## src/rtl/clp_pkg.sv

```systemverilog
// clp_pkg: shared types and character constants for the c-style integer literal parser
// no dependencies; used by the channel interfaces and the top level
package clp_pkg;

    localparam int CHAR_W  = 8;
    localparam int VALUE_W = 64;
    localparam int CFG_W   = 4;

    // ascii codes that steer the parse
    localparam logic [CHAR_W-1:0] CH_NUL   = 8'h00;
    localparam logic [CHAR_W-1:0] CH_PLUS  = 8'h2B;
    localparam logic [CHAR_W-1:0] CH_MINUS = 8'h2D;
    localparam logic [CHAR_W-1:0] CH_0     = 8'h30;
    localparam logic [CHAR_W-1:0] CH_9     = 8'h39;
    localparam logic [CHAR_W-1:0] CH_A     = 8'h41;
    localparam logic [CHAR_W-1:0] CH_F     = 8'h46;
    localparam logic [CHAR_W-1:0] CH_X_UP  = 8'h58;
    localparam logic [CHAR_W-1:0] CH_X_LO  = 8'h78;
    localparam logic [CHAR_W-1:0] CASE_BIT = 8'h20;
    localparam logic [CHAR_W-1:0] HEX_OFS  = 8'd10;

    // supported result widths in bytes
    localparam logic [CFG_W-1:0] BYTES_1     = 4'd1;
    localparam logic [CFG_W-1:0] BYTES_2     = 4'd2;
    localparam logic [CFG_W-1:0] BYTES_4     = 4'd4;
    localparam logic [CFG_W-1:0] BYTES_8     = 4'd8;
    localparam logic [CFG_W-1:0] BYTES_RESET = BYTES_4;

    typedef enum logic [3:0] {
        PH_SIGN   = 4'b0001,
        PH_ZERO   = 4'b0010,
        PH_X      = 4'b0100,
        PH_DIGITS = 4'b1000
    } phase_t;

    typedef enum logic [1:0] {
        RADIX_DEC = 2'd0,
        RADIX_OCT = 2'd1,
        RADIX_HEX = 2'd2
    } radix_t;

endpackage

```

## src/rtl/clp_char_if.sv

```systemverilog
// clp_char_if: character request channel (valid/ready plus character and start flag)
// depends on clp_pkg
interface clp_char_if import clp_pkg::*; ();
    logic              valid;
    logic              ready;
    logic [CHAR_W-1:0] char_code;
    logic              start_req;

    modport source (output valid, output char_code, output start_req, input ready);
    modport sink   (input valid, input char_code, input start_req, output ready);
endinterface

```

## src/rtl/clp_result_if.sv

```systemverilog
// clp_result_if: result request channel (valid/ready plus value, status, end flag)
// depends on clp_pkg
interface clp_result_if import clp_pkg::*; ();
    logic               valid;
    logic               ready;
    logic [VALUE_W-1:0] value;
    logic               status;
    logic               ended_on_nul;

    modport source (output valid, output value, output status, output ended_on_nul,
                    input ready);
    modport sink   (input valid, input value, input status, input ended_on_nul,
                    output ready);
endinterface

```

## src/rtl/c_style_integer_literal_parser.sv

```systemverilog
// c_style_integer_literal_parser: top level, input register, parse logic, result register
// depends on clp_pkg, clp_char_if, clp_result_if
// result path: the ending character passes the input register, then the result register
// throughput: one character per cycle while the result register is empty or being taken;
// each character needs an accumulator update (shift-add by the radix) before the next one
// reset: parse state cleared, width register set to 4 bytes, both channels empty
module c_style_integer_literal_parser
    import clp_pkg::*;
#(
    parameter int MAX_BYTES = 8
) (
    input  logic             clk,
    input  logic             rst_n,
    clp_char_if.sink         chars,
    clp_result_if.source     results,
    input  logic             cfg_wr_en,
    input  logic [CFG_W-1:0] cfg_wr_data
);

    localparam int ACC_W = MAX_BYTES * 8;

    logic [CFG_W-1:0]  value_bytes_reg;

    // input stage
    logic              s1_valid_reg;
    logic [CHAR_W-1:0] s1_char_reg;
    logic              s1_start_reg;
    logic              s1_adv;

    // parse state
    phase_t            phase_reg, phase_next;
    logic              neg_reg, neg_next;
    radix_t            radix_reg, radix_next;
    logic [ACC_W-1:0]  acc_reg, acc_next;

    // result stage
    logic               res_valid_reg, res_valid_next;
    logic [VALUE_W-1:0] res_value_reg;
    logic               res_status_reg;
    logic               res_nul_reg;

    // combinational parse
    phase_t            ph;
    logic              neg;
    radix_t            rad;
    logic [ACC_W-1:0]  acc;
    logic [ACC_W-1:0]  mask;
    logic [ACC_W-1:0]  scaled;
    logic [ACC_W-1:0]  result;
    logic [CHAR_W-1:0] upper;
    logic [CHAR_W-1:0] hex_val;
    logic [6:0]        width_bits;
    logic              width_ok;
    logic              is_sign;
    logic              is_dec;
    logic              is_hex_letter;
    logic              term;

    assign s1_adv      = s1_valid_reg && (!res_valid_reg || results.ready);
    assign chars.ready = !s1_valid_reg || s1_adv;

    always_comb
    begin
        width_ok = (32'(value_bytes_reg) <= MAX_BYTES) &&
                   (value_bytes_reg == BYTES_1 || value_bytes_reg == BYTES_2 ||
                    value_bytes_reg == BYTES_4 || value_bytes_reg == BYTES_8);
        width_bits = {value_bytes_reg, 3'b000};
        for (int i = 0; i < ACC_W; i++)
        begin
            mask[i] = !width_ok || (i < 32'(width_bits));
        end
    end

    always_comb
    begin
        ph  = s1_start_reg ? PH_SIGN : phase_reg;
        neg = s1_start_reg ? 1'b0 : neg_reg;
        rad = s1_start_reg ? RADIX_DEC : radix_reg;
        acc = s1_start_reg ? '0 : acc_reg;

        upper         = s1_char_reg & ~CASE_BIT;
        hex_val       = upper - CH_A + HEX_OFS;
        is_sign       = (s1_char_reg == CH_PLUS) || (s1_char_reg == CH_MINUS);
        is_dec        = (s1_char_reg >= CH_0) && (s1_char_reg <= CH_9);
        is_hex_letter = (rad == RADIX_HEX) && (upper >= CH_A) && (upper <= CH_F);

        case (rad)
            RADIX_HEX: scaled = acc << 4;
            RADIX_OCT: scaled = acc << 3;
            default:   scaled = (acc << 3) + (acc << 1);
        endcase

        phase_next = ph;
        neg_next   = neg;
        radix_next = rad;
        acc_next   = acc;
        term       = 1'b0;

        if (ph == PH_SIGN && is_sign)
        begin
            phase_next = PH_ZERO;
            neg_next   = (s1_char_reg == CH_MINUS);
        end
        else if ((ph == PH_SIGN || ph == PH_ZERO) && s1_char_reg == CH_0)
        begin
            phase_next = PH_X;
            radix_next = RADIX_OCT;
        end
        else if (ph != PH_DIGITS && (s1_char_reg == CH_X_LO || s1_char_reg == CH_X_UP))
        begin
            phase_next = PH_DIGITS;
            radix_next = RADIX_HEX;
        end
        else
        begin
            phase_next = PH_DIGITS;
            if (is_dec)
            begin
                acc_next = (scaled + ACC_W'(s1_char_reg - CH_0)) & mask;
            end
            else if (is_hex_letter)
            begin
                acc_next = ((acc << 4) + ACC_W'(hex_val[3:0])) & mask;
            end
            else
            begin
                term = 1'b1;
            end
        end

        result = acc & mask;
        if (neg)
        begin
            result = (ACC_W'(0) - result) & mask;
        end

        // the ending character is consumed; parse restarts from idle
        if (term)
        begin
            phase_next = PH_SIGN;
            neg_next   = 1'b0;
            radix_next = RADIX_DEC;
            acc_next   = '0;
        end
    end

    always_comb
    begin
        res_valid_next = res_valid_reg;
        if (s1_adv)
        begin
            res_valid_next = term;
        end
        else if (results.ready)
        begin
            res_valid_next = 1'b0;
        end
    end

    always_ff @(posedge clk or negedge rst_n)
    begin
        if (!rst_n)
        begin
            value_bytes_reg <= BYTES_RESET;
            s1_valid_reg    <= 1'b0;
            phase_reg       <= PH_SIGN;
            neg_reg         <= 1'b0;
            radix_reg       <= RADIX_DEC;
            acc_reg         <= '0;
            res_valid_reg   <= 1'b0;
        end
        else
        begin
            if (cfg_wr_en)
            begin
                value_bytes_reg <= cfg_wr_data;
            end
            if (chars.ready)
            begin
                s1_valid_reg <= chars.valid;
            end
            if (s1_adv)
            begin
                phase_reg <= phase_next;
                neg_reg   <= neg_next;
                radix_reg <= radix_next;
                acc_reg   <= acc_next;
            end
            res_valid_reg <= res_valid_next;
        end
    end

    always_ff @(posedge clk)
    begin
        if (chars.valid && chars.ready)
        begin
            s1_char_reg  <= chars.char_code;
            s1_start_reg <= chars.start_req;
        end
        if (s1_adv && term)
        begin
            res_value_reg  <= width_ok ? VALUE_W'(result) : '0;
            res_status_reg <= !width_ok;
            res_nul_reg    <= (s1_char_reg == CH_NUL);
        end
    end

    assign results.valid        = res_valid_reg;
    assign results.value        = res_value_reg;
    assign results.status       = res_status_reg;
    assign results.ended_on_nul = res_nul_reg;

    // an ending character always produces a result next cycle
    assert property (@(posedge clk) disable iff (!rst_n)
        s1_adv && term |=> res_valid_reg)
        else $error("ending character did not produce a result");

    // parse state is back to idle after a number ends
    assert property (@(posedge clk) disable iff (!rst_n)
        s1_adv && term |=> (acc_reg == '0) && (phase_reg == PH_SIGN) && !neg_reg)
        else $error("parse state not cleared after a result");

    // an unsupported width always reports a zero value
    assert property (@(posedge clk) disable iff (!rst_n)
        res_valid_reg && res_status_reg |-> (res_value_reg == '0))
        else $error("flagged result carries a nonzero value");

    // a held input stage blocks new characters
    assert property (@(posedge clk) disable iff (!rst_n)
        s1_valid_reg && !s1_adv |-> !chars.ready)
        else $error("character taken while input stage is stalled");

    // a waiting result stays unchanged until taken
    assert property (@(posedge clk) disable iff (!rst_n)
        res_valid_reg && !results.ready |=> res_valid_reg && $stable(res_value_reg))
        else $error("stalled result was lost or changed");

endmodule

```

## src/flat_wrapper.sv

```systemverilog
// flat-port wrapper written by rule: the top's interface ports become plain ports
module c_style_integer_literal_parser_flat import clp_pkg::*;
#(
    parameter int MAX_BYTES = 8
)
  (clk, rst_n, cfg_wr_en, cfg_wr_data, chars_valid, chars_char_code, chars_start_req, chars_ready, results_valid, results_value, results_status, results_ended_on_nul, results_ready);
  clp_char_if chars_i ();
  clp_result_if results_i ();
  input  logic clk;
  input  logic rst_n;
  input  logic cfg_wr_en;
  input  logic [CFG_W-1:0] cfg_wr_data;
  input wire logic [$bits(chars_i.valid)-1:0] chars_valid;
  input wire logic [$bits(chars_i.char_code)-1:0] chars_char_code;
  input wire logic [$bits(chars_i.start_req)-1:0] chars_start_req;
  output wire logic [$bits(chars_i.ready)-1:0] chars_ready;
  output wire logic [$bits(results_i.valid)-1:0] results_valid;
  output wire logic [$bits(results_i.value)-1:0] results_value;
  output wire logic [$bits(results_i.status)-1:0] results_status;
  output wire logic [$bits(results_i.ended_on_nul)-1:0] results_ended_on_nul;
  input wire logic [$bits(results_i.ready)-1:0] results_ready;
  assign chars_i.valid = chars_valid;
  assign chars_i.char_code = chars_char_code;
  assign chars_i.start_req = chars_start_req;
  assign chars_ready = chars_i.ready;
  assign results_valid = results_i.valid;
  assign results_value = results_i.value;
  assign results_status = results_i.status;
  assign results_ended_on_nul = results_i.ended_on_nul;
  assign results_i.ready = results_ready;
  c_style_integer_literal_parser #(.MAX_BYTES(MAX_BYTES)) u_core (.clk(clk), .rst_n(rst_n), .chars(chars_i), .results(results_i), .cfg_wr_en(cfg_wr_en), .cfg_wr_data(cfg_wr_data));
endmodule
```

## config.mk

```make
export PLATFORM = sky130hd
export DESIGN_NAME = c_style_integer_literal_parser_flat
export DESIGN_NICKNAME = d
export VERILOG_FILES = /design/src/rtl/clp_pkg.sv /design/src/rtl/clp_char_if.sv /design/src/rtl/clp_result_if.sv /design/src/rtl/c_style_integer_literal_parser.sv /design/src/flat_wrapper.sv
export SDC_FILE = /design/constraint.sdc
export NUM_CORES = 1
export LEC_CHECK = 0
export BUFFER_PORTS_ARGS = -buffer_cell sky130_fd_sc_hd__buf_2
export CORE_MARGIN = 3
export CORE_UTILIZATION = 40
export DETAILED_ROUTE_END_ITERATION = 16
export PLACE_DENSITY = 0.64
export SLEW_MARGIN = 20
export SYNTH_ARGS = -nofsm -noshare
export SYNTH_HDL_FRONTEND = slang
export SYNTH_SLANG_ARGS = --single-unit
```

## constraint.sdc

```tcl
create_clock -name clk -period 8.6 [get_ports clk]
set_input_delay 0.43 -clock clk [delete_from_list [all_inputs] [get_ports clk]]
set_output_delay 0.43 -clock clk [all_outputs]
set_load 0.02 [all_outputs]
```

==> flow_summary.ini <==
[placement]
dp_cells = 2882
hpwlAfterDp_um = 47600
gp_congestion = 1.02
dp_slack_ns = 1.32
port_buffers = 85
place_area_sq_mm = 0.0184

[floorplanning]
die_h_um = 217
core_sq_mm = 0.0436
initial_core_util = 0.409
die_area_sq_mm = 0.0471
rows = 76
ioPinCount = 86
die_x_um = 217

[sta]
fin_setup_tns_ns = 0
worst_slew_pin_slew_ns = 1.16
period_needed_ns = 7.56
rsz0062_at_grt = false
setup_slack_ns = 1.04
finalHoldViolCount = 0
fmax_mhz = 132
drv_slew = 0
setup_violations = 0
relSlewSlack = 0.229
clock_skew_ns = 0.0183
period_share = 0.879
fin_hold_ws_ns = 0.128

[layout]
layout.cells.non_filler = 2915
fin_util = 0.437
drive_gt1_frac = 0.0798
final_area_sq_mm = 0.0190
fill_cells = 4408
nNetsFinal = 2441
antennaDiodeCount = 0
areaGrowthSynthToFinish_pct = 6.70

[logic_synthesis]
synth_most_common_cell = nor2_1
synth_top_area_frac = 0.126
synth_async_sr_flop_share = 0.507
synth.area.top_cells = edfxtp_1, dfrtp_1, ha_1
synth_area_per_cell_sq_um = 7.45
synth_warnings = 0
synth_nets = 2517
synth_seq_area_share = 0.235
synth-seq-cells = 152
syn_inst = 2393
synthFlopType = edfxtp_1
synth_commonest_cells = nor2_1, nand2_1, a21oi_1, o21ai_0, clkbuf_1
syn_area_sq_mm = 0.0178
synth_cell_types = 93
synth_edf_count = 75
yosysTopAreaCell = edfxtp_1

[worst_setup_path]
endpoint_kind = flip-flop
crit_required_ns = 9.02
cp.arrival_ns = 7.98
crit_type = flip-flop to flip-flop
crit_start = u_core.s1_start_reg$_DFFE_PP_
r2r_start = u_core.s1_start_reg$_DFFE_PP_
cp_max_fo = 14
rrSetupSlack_ns = 1.04
rr_endpoint = u_core.acc_reg[63]$_DFFE_PN0P_
endpoint = u_core.acc_reg[63]$_DFFE_PN0P_
critPathLaunchType = flip-flop
worstRegToRegCells = 23

[route]
drc_errors = 0
post_drt_via_cell_ratio = 6.35
wirelength_um = 64700
dr_total_vias = 18519
wl_per_cell_um = 22.2
dr.pass1.iters = 7
drt_iter0_drc = 2383
ant_nets = 0

[flow_run]
drv_cap = 0

[grt]
global_route.usage.met2 = 0.381
grtUsageMet3 = 0.0588
grt_pass1_vias = 16972
grt_overflow = 0
grt_usage = 0.271
antenna_found_initial = 0
grt_busiest_layer = met1
grt_max_degree = 74
grt_pass1_wl_um = 101000
grtUsageMet1 = 0.416

[cts]
clock_latency_ns = 0.47
cts_buffer_depth = 2
cts_num_sinks = 152
ctsResizeCount = 0
holdBufCountCts = 1
cts_setup_buffers = 0
root_buffer = clkbuf_16
cts_made_buffers = 17
htreeDepth = 4
cts_tree = yes
clkTransAtPathRegs_ns = 0.08

[power_and_ir_drop]
p_total_mw = 2.23
power_density_mw_per_mm2 = 117
ir_worst_vdd_mv = 0.157
p_leak_nw = 7.78

[status]
outcome = completed

[min_path]
hold_path_class = input port to flip-flop
metal layers:
layer,routed length (um),share of wire,vias to the layer above
met5,0,0,-
met4,1190,0.018,0
met3,6930,0.11,69
met2,26300,0.41,976
met1,30300,0.47,8824
li1,-,-,8650
worst max-delay path, stage by stage, from the launching register on:
cell,delay (ns)
edfxtp_1,0.66
nor2b_1,0.96
ha_1,0.44
and3_1,0.31
nand4_1,0.18
nor4_1,0.63
a2111oi_0,0.23
o2bb2ai_1,0.18
o21ai_1,0.26
a21oi_1,0.15
xor2_1,0.15
a21oi_1,0.11
ha_1,0.47
nand4_1,0.15
or4_1,0.64
or3_1,0.42
inv_1,0.06
a221oi_1,0.14
a31oi_1,0.45
a211o_1,0.26
a221oi_1,0.10
xor3_1,0.19
a211oi_1,0.25
a21o_1,0.11
how the worst min path moves through the flow:
stage                        from                              end  slack, ns  cells after the start
2_1_floorplan               rst_n    u_core.acc_reg[0]$_DFFE_PN0P_       0.13                      0
3_3_place_gp                rst_n  u_core.s1_valid_reg$_DFFE_PN0N_       0.36                      1
3_5_place_dp                rst_n  u_core.s1_valid_reg$_DFFE_PN0N_       0.37                      1
4_1_cts        chars_char_code[1]  u_core.s1_char_reg[1]$_DFFE_PP_       0.10                      1
5_1_grt        chars_char_code[2]  u_core.s1_char_reg[2]$_DFFE_PP_       0.11                      1
6_report       chars_char_code[2]  u_core.s1_char_reg[2]$_DFFE_PP_       0.13                      1
logic make-up (layout without fill, tap and decap cells):
kind of cell	Yosys count	count (layout)	share of synthesized area
compound gates	880	880	0.321
mux	12	12	0.00723
xor+xnor	188	188	0.0936
fa+ha+maj	113	113	0.0788
flops	152	152	0.235
simple gates	791	791	0.209
buf+inv	257	194	0.0557
power by group:
| part | switching (mW) | leakage [nW] | total (mW) | internal, mW |
|---|---|---|---|---|
| sequential | 0.0587 | 1.80 | 0.876 | 0.817 |
| clock | 0.365 | 0.286 | 0.779 | 0.413 |
| combinational | 0.403 | 5.69 | 0.579 | 0.175 |
| total | 0.827 | 7.78 | 2.23 | 1.41 |
layout make-up:
type / instances / area, sq um / share of cell area
Timing Repair Buffer: 113 / 653 / 0.0343
Multi-Input combinational cell: 1984 / 12700 / 0.667
Sequential cell: 152 / 4180 / 0.220
Clock buffer: 18 / 439 / 0.0231
Inverter: 49 / 184 / 0.00967
Tap cell: 585 / 732 / 0.0385
Clock inverter: 14 / 138 / 0.00724
cell usage in the layout (no fill, tap or decap), types with 41 or more instances in the layout:
cell type  instances
buf_2             84
xor2_1           101
dfrtp_1           74
a22oi_1           53
edfxtp_1          75
ha_1             103
nand2_1          236
nor2b_1           52
nor3_1            45
o21ai_0          177
inv_1             49
a221oi_1          41
xnor2_1           85
a21o_1            76
a21oi_1          220
nor2_1           254
Note: power is estimated with default switching activity, not from simulation.
